$ cat src/lzw_pkg.sv
// Shared types and constants for the 12-bit LZW compressor.
package lzw_pkg;

  localparam int CODE_W     = 12;
  localparam int BYTE_W     = 8;
  localparam int NIB_W      = 4;
  localparam int BASE_CODES = 256;
  localparam int MAX_BYTES  = 4;
  localparam int NCNT_W     = 3;

  typedef struct packed {
    logic [BYTE_W-1:0] in_byte;
    logic              in_last;
  } in_item_t;

  typedef struct packed {
    logic [BYTE_W-1:0] out_byte;
    logic              run_last;
    logic              stream_end;
  } out_item_t;

  typedef struct packed {
    logic [CODE_W-1:0] prefix;
    logic [BYTE_W-1:0] byte_val;
  } dict_entry_t;

  typedef struct packed {
    logic              a_vld;
    logic [CODE_W-1:0] a_code;
    logic              b_vld;
    logic [CODE_W-1:0] b_code;
  } emit_req_t;

  typedef enum logic {
    ST_IDLE,
    ST_SCAN
  } lzw_state_t;

endpackage

$ cat src/lzw_emit.sv
// Code packer: turns up to two codes into bytes and streams them through the output register.
module lzw_emit (
  input  logic               clk,
  input  logic               rst_n,
  input  lzw_pkg::emit_req_t req,
  output logic               busy,
  output logic               out_valid,
  input  logic               out_stall,
  output lzw_pkg::out_item_t out_data
);
  import lzw_pkg::*;

  logic [BYTE_W-1:0] buf_r   [MAX_BYTES];
  logic [BYTE_W-1:0] buf_nxt [MAX_BYTES];
  logic [NCNT_W-1:0] cnt_r;
  logic [NCNT_W-1:0] cnt_nxt;
  logic [1:0]        idx_r;
  logic              busy_r;
  logic              end_r;
  logic              nib_pend_r;
  logic              nib_pend_nxt;
  logic [NIB_W-1:0]  nib_r;
  logic [NIB_W-1:0]  nib_nxt;
  logic              out_valid_r;
  out_item_t         out_data_r;
  logic              load_go;
  logic              pop;
  logic              last_pop;

  always_comb begin
    nib_pend_nxt = nib_pend_r;
    nib_nxt      = nib_r;
    cnt_nxt      = '0;
    for (int i = 0; i < MAX_BYTES; i++) begin
      buf_nxt[i] = '0;
    end
    if (req.a_vld) begin
      if (!nib_pend_nxt) begin
        buf_nxt[cnt_nxt[1:0]] = req.a_code[CODE_W-1:NIB_W];
        cnt_nxt               = cnt_nxt + NCNT_W'(1);
        nib_nxt               = req.a_code[NIB_W-1:0];
        nib_pend_nxt          = 1'b1;
      end else begin
        buf_nxt[cnt_nxt[1:0]]         = {nib_nxt, req.a_code[CODE_W-1:BYTE_W]};
        buf_nxt[cnt_nxt[1:0] + 2'd1]  = req.a_code[BYTE_W-1:0];
        cnt_nxt                       = cnt_nxt + NCNT_W'(2);
        nib_nxt                       = '0;
        nib_pend_nxt                  = 1'b0;
      end
    end
    if (req.b_vld) begin
      if (!nib_pend_nxt) begin
        buf_nxt[cnt_nxt[1:0]] = req.b_code[CODE_W-1:NIB_W];
        cnt_nxt               = cnt_nxt + NCNT_W'(1);
        nib_nxt               = req.b_code[NIB_W-1:0];
        nib_pend_nxt          = 1'b1;
      end else begin
        buf_nxt[cnt_nxt[1:0]]         = {nib_nxt, req.b_code[CODE_W-1:BYTE_W]};
        buf_nxt[cnt_nxt[1:0] + 2'd1]  = req.b_code[BYTE_W-1:0];
        cnt_nxt                       = cnt_nxt + NCNT_W'(2);
        nib_nxt                       = '0;
        nib_pend_nxt                  = 1'b0;
      end
      if (nib_pend_nxt) begin
        buf_nxt[cnt_nxt[1:0]] = {nib_nxt, {NIB_W{1'b0}}};
        cnt_nxt               = cnt_nxt + NCNT_W'(1);
      end
      nib_nxt      = '0;
      nib_pend_nxt = 1'b0;
    end
  end

  assign load_go  = (req.a_vld || req.b_vld) && !busy_r;
  assign pop      = busy_r && (!out_valid_r || !out_stall);
  assign last_pop = ({1'b0, idx_r} + NCNT_W'(1)) == cnt_r;

  always_ff @(posedge clk) begin
    if (!rst_n) begin
      busy_r      <= 1'b0;
      out_valid_r <= 1'b0;
      nib_pend_r  <= 1'b0;
      nib_r       <= '0;
      idx_r       <= '0;
      cnt_r       <= '0;
      end_r       <= 1'b0;
    end else begin
      if (pop) begin
        out_valid_r <= 1'b1;
        idx_r       <= idx_r + 2'd1;
        if (last_pop) begin
          busy_r <= 1'b0;
        end
      end else if (out_valid_r && !out_stall) begin
        out_valid_r <= 1'b0;
      end
      if (load_go) begin
        cnt_r      <= cnt_nxt;
        idx_r      <= '0;
        busy_r     <= (cnt_nxt != '0);
        end_r      <= req.b_vld;
        nib_pend_r <= nib_pend_nxt;
        nib_r      <= nib_nxt;
      end
    end
  end

  always_ff @(posedge clk) begin
    if (load_go) begin
      buf_r <= buf_nxt;
    end
    if (pop) begin
      out_data_r.out_byte   <= buf_r[idx_r];
      out_data_r.run_last   <= last_pop;
      out_data_r.stream_end <= last_pop && end_r;
    end
  end

  assign busy      = busy_r;
  assign out_valid = out_valid_r;
  assign out_data  = out_data_r;

endmodule

$ cat config.mk
export PLATFORM = sky130hd
export DESIGN_NAME = lzw_emit
export DESIGN_NICKNAME = d
export VERILOG_FILES = /design/src/lzw_pkg.sv /design/src/lzw_emit.sv
export SDC_FILE = /design/constraint.sdc
export NUM_CORES = 1
export LEC_CHECK = 0
export ABC_CLOCK_PERIOD_IN_PS = 3040
export BUFFER_PORTS_ARGS = -buffer_cell sky130_fd_sc_hd__clkbuf_2
export CAP_MARGIN = 20
export CORE_MARGIN = 2
export CORE_UTILIZATION = 30
export DETAILED_ROUTE_END_ITERATION = 8
export GPL_ROUTABILITY_DRIVEN = 0
export PLACE_DENSITY = 0.47
export SLEW_MARGIN = 25
export SYNTH_ARGS = -nofsm -noshare
export SYNTH_HDL_FRONTEND = slang
export SYNTH_SLANG_ARGS = --single-unit
$ cat constraint.sdc
create_clock -name clk -period 3.04 [get_ports clk]
set_input_delay 0 -clock clk [delete_from_list [all_inputs] [get_ports clk]]
set_output_delay 0 -clock clk [all_outputs]
set_load 0.1 [all_outputs]
==> impl_metrics.yaml, run 1 <==
die:
  die_area_um2: 13500
  coreArea_um2: 12500
  rows: 41
  start_util_pct: 30.4
  die_h_um: 116
  fp.dieW_um: 116
  pin_count: 41
layout:
  finalInstanceArea_um2: 4270
  drive_above_1_share_pct: 19.7
  seqCellArea_um2: 1520
  multi_input_area_um2: 2040
  fillCellCount: 1292
  area_growth_pct: 12.6
  nets: 471
outcome:
  status: "finished, final reports clean"
power:
  p_leak_nw: 1.52
  powerDensity_nw_per_um2: 506
  p_int_w: 0.00141
  p_comb_share_pct: 28.1
  seqPwrFrac_pct: 43.9
  swShare_pct: 34.4
  vdd_drop_max_v: 0.000195
  clock_power_share_pct: 28.0
  p_switching_w: 0.000743
synthesis:
  async_flop_share_pct: 0
  synth_area_um2: 3790
  synth_area_leaders: "edfxtp_1, nand2_1, dfxtp_1, mux4_2, a21oi_1"
  synth_ff_type: "edfxtp_1"
  ys_seq_elements: 55
  yosysSeqAreaShare_pct: 40.1
  postSynthCellCount: 413
  yosysTopAreaCellShare_pct: 33.3
  synth_nets: 449
  ys_types: 53
  yosysWarnings: 0
  yosys.area.top_type: "edfxtp_1"
  synth_edf_count: 42
  avgSynthCellArea_um2: 9.18
cts:
  htree_levels: 2
  cts_hold_buf: 1
  cts_root_buf: "clkbuf_16"
  clock_sinks: 55
  post_cts_resized: 0
  clock_latency_ns: 0.30
  cts_buffers: 5
  clk_pin_slew_ns: 0.07
  cts_tree: "yes"
  post_cts_buffers: 0
  cts_buffer_depth: 2
worst_setup_path:
  setup.worst_path.class: "reg -> reg"
  critPathMaxStageDelay_ns: 0.59
  cp_cell_sequence: "buf_4 > ha_1 > buf_4 > or3b_2 > o221ai_1 > o22ai_1"
  cp_common_cell: "buf_4"
  start_kind: "flop"
  startpoint: "nib_pend_r"
  worstPathArrival_ns: 2.24
  path_max_fanout: 22
  endpoint_kind: "flop"
  required_ns: 3.08
  cp_slowest_cell: "or3b_2"
  worstReg2RegStart: "nib_pend_r"
timing:
  worst_pin_slew_ns: 0.584
  slew_headroom_pct: 60.9
  fmax_mhz: 454
  fin_tns_setup_ns: 0
  clock_skew_ns: 0.00857
  final.min_clock_period_ns: 2.20
  fin_crit_sh_pct: 72.5
  finalHoldViolCount: 0
  rsz0062_at_grt: "no"
  finalSetupViolCount: 0
  slew_viol_final: 0
global_route:
  first_global_vias: 3070
  grt_usage_pct: 17.9
  antenna_found_initial: 1
  grt_pass1_wl_um: 18000
  grt_max_degree: 40
  grt-ovfl-total: 0
placed_design:
  placed_area_um2: 4110
  dp_hpwl_um: 8500
  io_buffers: 40
route:
  post-route-drc-count: 0
  ant_nets: 0
  vias: 3334
  via_per_inst: 5.47
  dr.first_iter.drc_count: 335
  firstDrtPassIters: 6
  drt-total-wl_um: 11600
  wl_per_cell_um: 19.1
job:
  max_cap_viol_count: 0
min_path:
  hp-start: "rst_n"
  hold_class: "in -> reg"
## layer usage
| metal | vias to the layer above | part of all wire (%) | track usage (%) |
|---|---|---|---|
| met4 | 0 | 1.8 | 5.08 |
| li1 | 1596 | - | - |
| met5 | - | 0 | 0 |
| met2 | 114 | 47 | 28.7 |
| met1 | 1609 | 44 | 24.6 |
| met3 | 15 | 6.5 | 3.84 |
## sequential cells by signal, summed over array words and instances, names as in the netlist
name,count
nib_r,4
busy,1
nib_pend_r,1
idx_r,2
out_valid,1
buf_r,32
end_r,1
cnt_r,3
out_data,10
## power groups by stage
stage               combinational (W)  clock [W]  sequential (W)
floorplan                    0.000328          0         0.00108
global placement             0.000604          0        0.000965
detailed placement           0.000605          0        0.000966
CTS                          0.000607   0.000619        0.000949
global route                 0.000655   0.000644        0.000957
finish                       0.000607   0.000604        0.000948
## cells in the mapped netlist (5+ instances only)
cell type   n
a21boi_0    5
nand2b_1   10
mux2_2      8
nor2_1     31
nor2b_1    15
ha_1        7
o221ai_1    8
a311o_1     5
a31oi_1    16
o21ai_0    17
nand2_1    70
nand3_1    11
nand3b_1    5
a21oi_1    31
clkbuf_1   11
edfxtp_1   42
mux4_2      8
dfxtp_1    13
buf_2      21
## critical path, delay by kind of cell (launching register included)
family          cells  cell delay (ns)
buf+inv             2             0.43
fa+ha+maj           1             0.24
flops               1             0.32
simple gates        1             0.59
compound gates      2             0.36
## cells by family after synthesis
kind of cell             share of synthesized area, %
adder cells (fa/ha/maj)                          2.31
XOR/XNOR                                        0.925
AND/OR/NAND/NOR                                  19.7
flip-flops                                       40.1
AO/OA/AOI/OAI                                    23.4
buffers and inverters                            6.14
multiplexers                                     7.40
## final timing paths
kind	to	slack, ns	cells after the start
worst max-delay path	buf_r[20]	0.84	6
worst min-delay path	busy	0.05	2
worst max register to register	buf_r[20]	0.84	6
worst min register to register	end_r	0.49	2
## stage by stage
stage                     util, %  cells  hold WS [ns]  total power, W  setup WS (ns)
after CTS                    34.2    608        0.0572         0.00218          0.866
after global routing         34.2    608         0.105         0.00226          0.691
after detailed placement     32.9    599         0.292         0.00157          0.882
final                        34.2    609        0.0492         0.00216          0.837
after global placement       32.9    599         0.284         0.00157          0.883
after floorplan                 -    413         0.154         0.00141          0.624
## cell type report
class	instances	share of cell area [%]
sequential	55	35.6
antenna	1	0.0586
clock inverter	3	0.615
timing repair buffer	55	7.68
tap	172	5.04
clock buffer	5	2.93
multi-input combinational	314	47.7
inverter	4	0.352
## cell usage in the layout (no fill, tap or decap), types with 10 or more instances in the layout
master	Yosys	final
a21oi_1	31	31
a31oi_1	16	16
buf_4	2	13
clkbuf_2	0	40
dfxtp_1	13	13
edfxtp_1	42	42
nand2_1	70	70
nand2b_1	10	10
nand3_1	11	11
nor2_1	31	31
nor2b_1	15	15
o21ai_0	17	17
Note: power is estimated with default switching activity, not from simulation.
==> run 2, diff against run 1 <==
Settings changed: ABC_CLOCK_PERIOD_IN_PS 3040 to 2200.
Clock period 3.04 ns to 2.2 ns, I/O delays scaled along.
==> impl_metrics.yaml, run 2 (same netlist as run 1, synthesis figures left out) <==
global_route:
  grt_usage_pct: 18.2
  grt_max_degree: 39
  first_global_vias: 3185
  grt_pass1_wl_um: 18400
  grt-ovfl-total: 0
  antenna_found_initial: 0
die:
  fp.dieW_um: 116
  coreArea_um2: 12500
  rows: 41
  start_util_pct: 30.4
  die_area_um2: 13500
  die_h_um: 116
  pin_count: 41
min_path:
  hold_class: "in -> reg"
  hold_depth: 3
  min_to: "end_r"
  hp-start: "req[12]"
worst_setup_path:
  cp.buffers_inverters: 1
  worstPathArrival_ns: 2.20
  path_max_fanout: 8
  reg2reg_depth: 5
  required_ns: 2.22
  start_kind: "flop"
  worstReg2RegStart: "nib_pend_r"
  critPathMaxStageDelay_ns: 0.55
  crit_family: "simple AND/OR/NAND/NOR gates"
  cp_slowest_cell: "or3b_2"
  r2r-end: "buf_r[22]"
  endpoint_kind: "flop"
  setup.worst_path.class: "reg -> reg"
  regToRegSetupSlack_ns: 0.02
  cp_cell_sequence: "inv_1 > ha_1 > or3b_2 > o221ai_1 > o22ai_1"
timing:
  finalHoldViolCount: 0
  fin_crit_sh_pct: 99.3
  whs_ns: 0.0343
  clock_skew_ns: 0.00307
  rsz0062_at_grt: "yes"
  final.min_clock_period_ns: 2.18
  slew_headroom_pct: 64.0
  finalSetupViolCount: 0
  setup_ws_ns: 0.0156
  fmax_mhz: 458
  slew_viol_final: 0
  worst_pin_slew_ns: 0.542
power:
  swShare_pct: 33.9
  p_switching_w: 0.00101
  clock_power_share_pct: 26.6
  p_int_w: 0.00196
  p_leak_nw: 1.57
  vdd_drop_max_v: 0.000266
  powerDensity_nw_per_um2: 679
  p_comb_share_pct: 29.2
  seqPwrFrac_pct: 44.2
  finalPower_w: 0.00297
cts:
  clock_sinks: 55
  cts_tree: "yes"
  cts_buffer_depth: 2
  cts_buffers: 5
  cts_root_buf: "clkbuf_16"
  post_cts_buffers: 0
  clock_latency_ns: 0.29
  htree_levels: 2
  clk_pin_slew_ns: 0.07
route:
  firstDrtPassIters: 5
  drt-total-wl_um: 11800
  ant_nets: 0
  post-route-drc-count: 0
  wl_per_cell_um: 19.1
  dr.first_iter.drc_count: 271
  via_per_inst: 5.48
  vias: 3392
layout:
  area_growth_pct: 15.2
  n_antenna_cell: 0
  fillCellCount: 1280
  finalInstanceArea_um2: 4370
  largest_reg_flops: 32
  final_common_cell: "nand2_1"
  drive_above_1_share_pct: 22.8
  nets: 482
  regMostFlops: "buf_r"
  final_cells: 619
  layout.cells.most_common_list: "nand2_1, edfxtp_1, clkbuf_2"
placed_design:
  dp_slack_ns: 0.0694
  placed_area_um2: 4190
  io_buffers: 40
  dp_hpwl_um: 8950
  dp.cells: 610
outcome:
  status: "finished, final reports clean"
job:
  max_cap_viol_count: 0
run 2: cell types whose count changed in the layout (fill, tap and decap cells not counted), sizes merged:
cell,change
clkinvlp,+2
clkinv,-1
clkbuf,+1
inv,-2
diode,-1
buf,+11
run 2: cell type report:
class                      count  area (µm²)  share of cell area [%]
clock inverter                 2        12.5                   0.287
multi-input combinational    314        2060                    47.2
timing repair buffer          66         410                    9.40
tap                          172         215                    4.93
clock buffer                   6         129                    2.95
sequential                    55        1520                    34.9
inverter                       4        15.0                   0.344
run 2: worst reg2reg max path: cells and delay by family, from the launching register on:
kind,cells,cell delay (ns)
flip-flops,1,0.41
AO/OA/AOI/OAI,2,0.45
buffers and inverters,1,0.15
AND/OR/NAND/NOR,1,0.55
adder cells (fa/ha/maj),1,0.35
run 2: worst max-delay path by stage:
stage	startpoint	endpoint	cells past startpoint
6_report	nib_pend_r	buf_r[22]	5
5_1_grt	nib_pend_r	buf_r[20]	6
4_1_cts	nib_pend_r	buf_r[31]	6
3_5_place_dp	nib_pend_r	buf_r[31]	6
3_3_place_gp	nib_pend_r	buf_r[28]	6
2_1_floorplan	nib_pend_r	buf_r[20]	8
run 2: stage by stage:
stage / TNS (ns) / util [%]
floorplan: 0 / -
finish: 0 / 35.0
global placement: 0 / 33.6
CTS: 0 / 34.8
detailed placement: 0 / 33.6
global route: -0.00380 / 35.0
run 2: repair_timing:
item / CTS / global route
endpoints found under the hold margin: 1 / 0
hold buffers: 1 / 0
endpoints found under the setup margin: 0 / 2
gates resized for setup: 0 / 6
run 2: power groups by stage:
| stage | Sequential (W) | Combinational (W) | Clock (W) |
|---|---|---|---|
| 5_1_grt | 0.00132 | 0.000931 | 0.000864 |
| 3_5_place_dp | 0.00134 | 0.000855 | 0 |
| 6_report | 0.00131 | 0.000867 | 0.000789 |
| 3_3_place_gp | 0.00133 | 0.000858 | 0 |
| 4_1_cts | 0.00131 | 0.000858 | 0.000811 |
| 2_1_floorplan | 0.00149 | 0.000454 | 0 |
run 2: routing by layer:
layer | part of all wire [%] | GRT usage (%)
met1 | 44 | 25.6
met2 | 46 | 28.2
met3 | 6.9 | 2.91
met4 | 2.5 | 6.83
met5 | 0 | 0
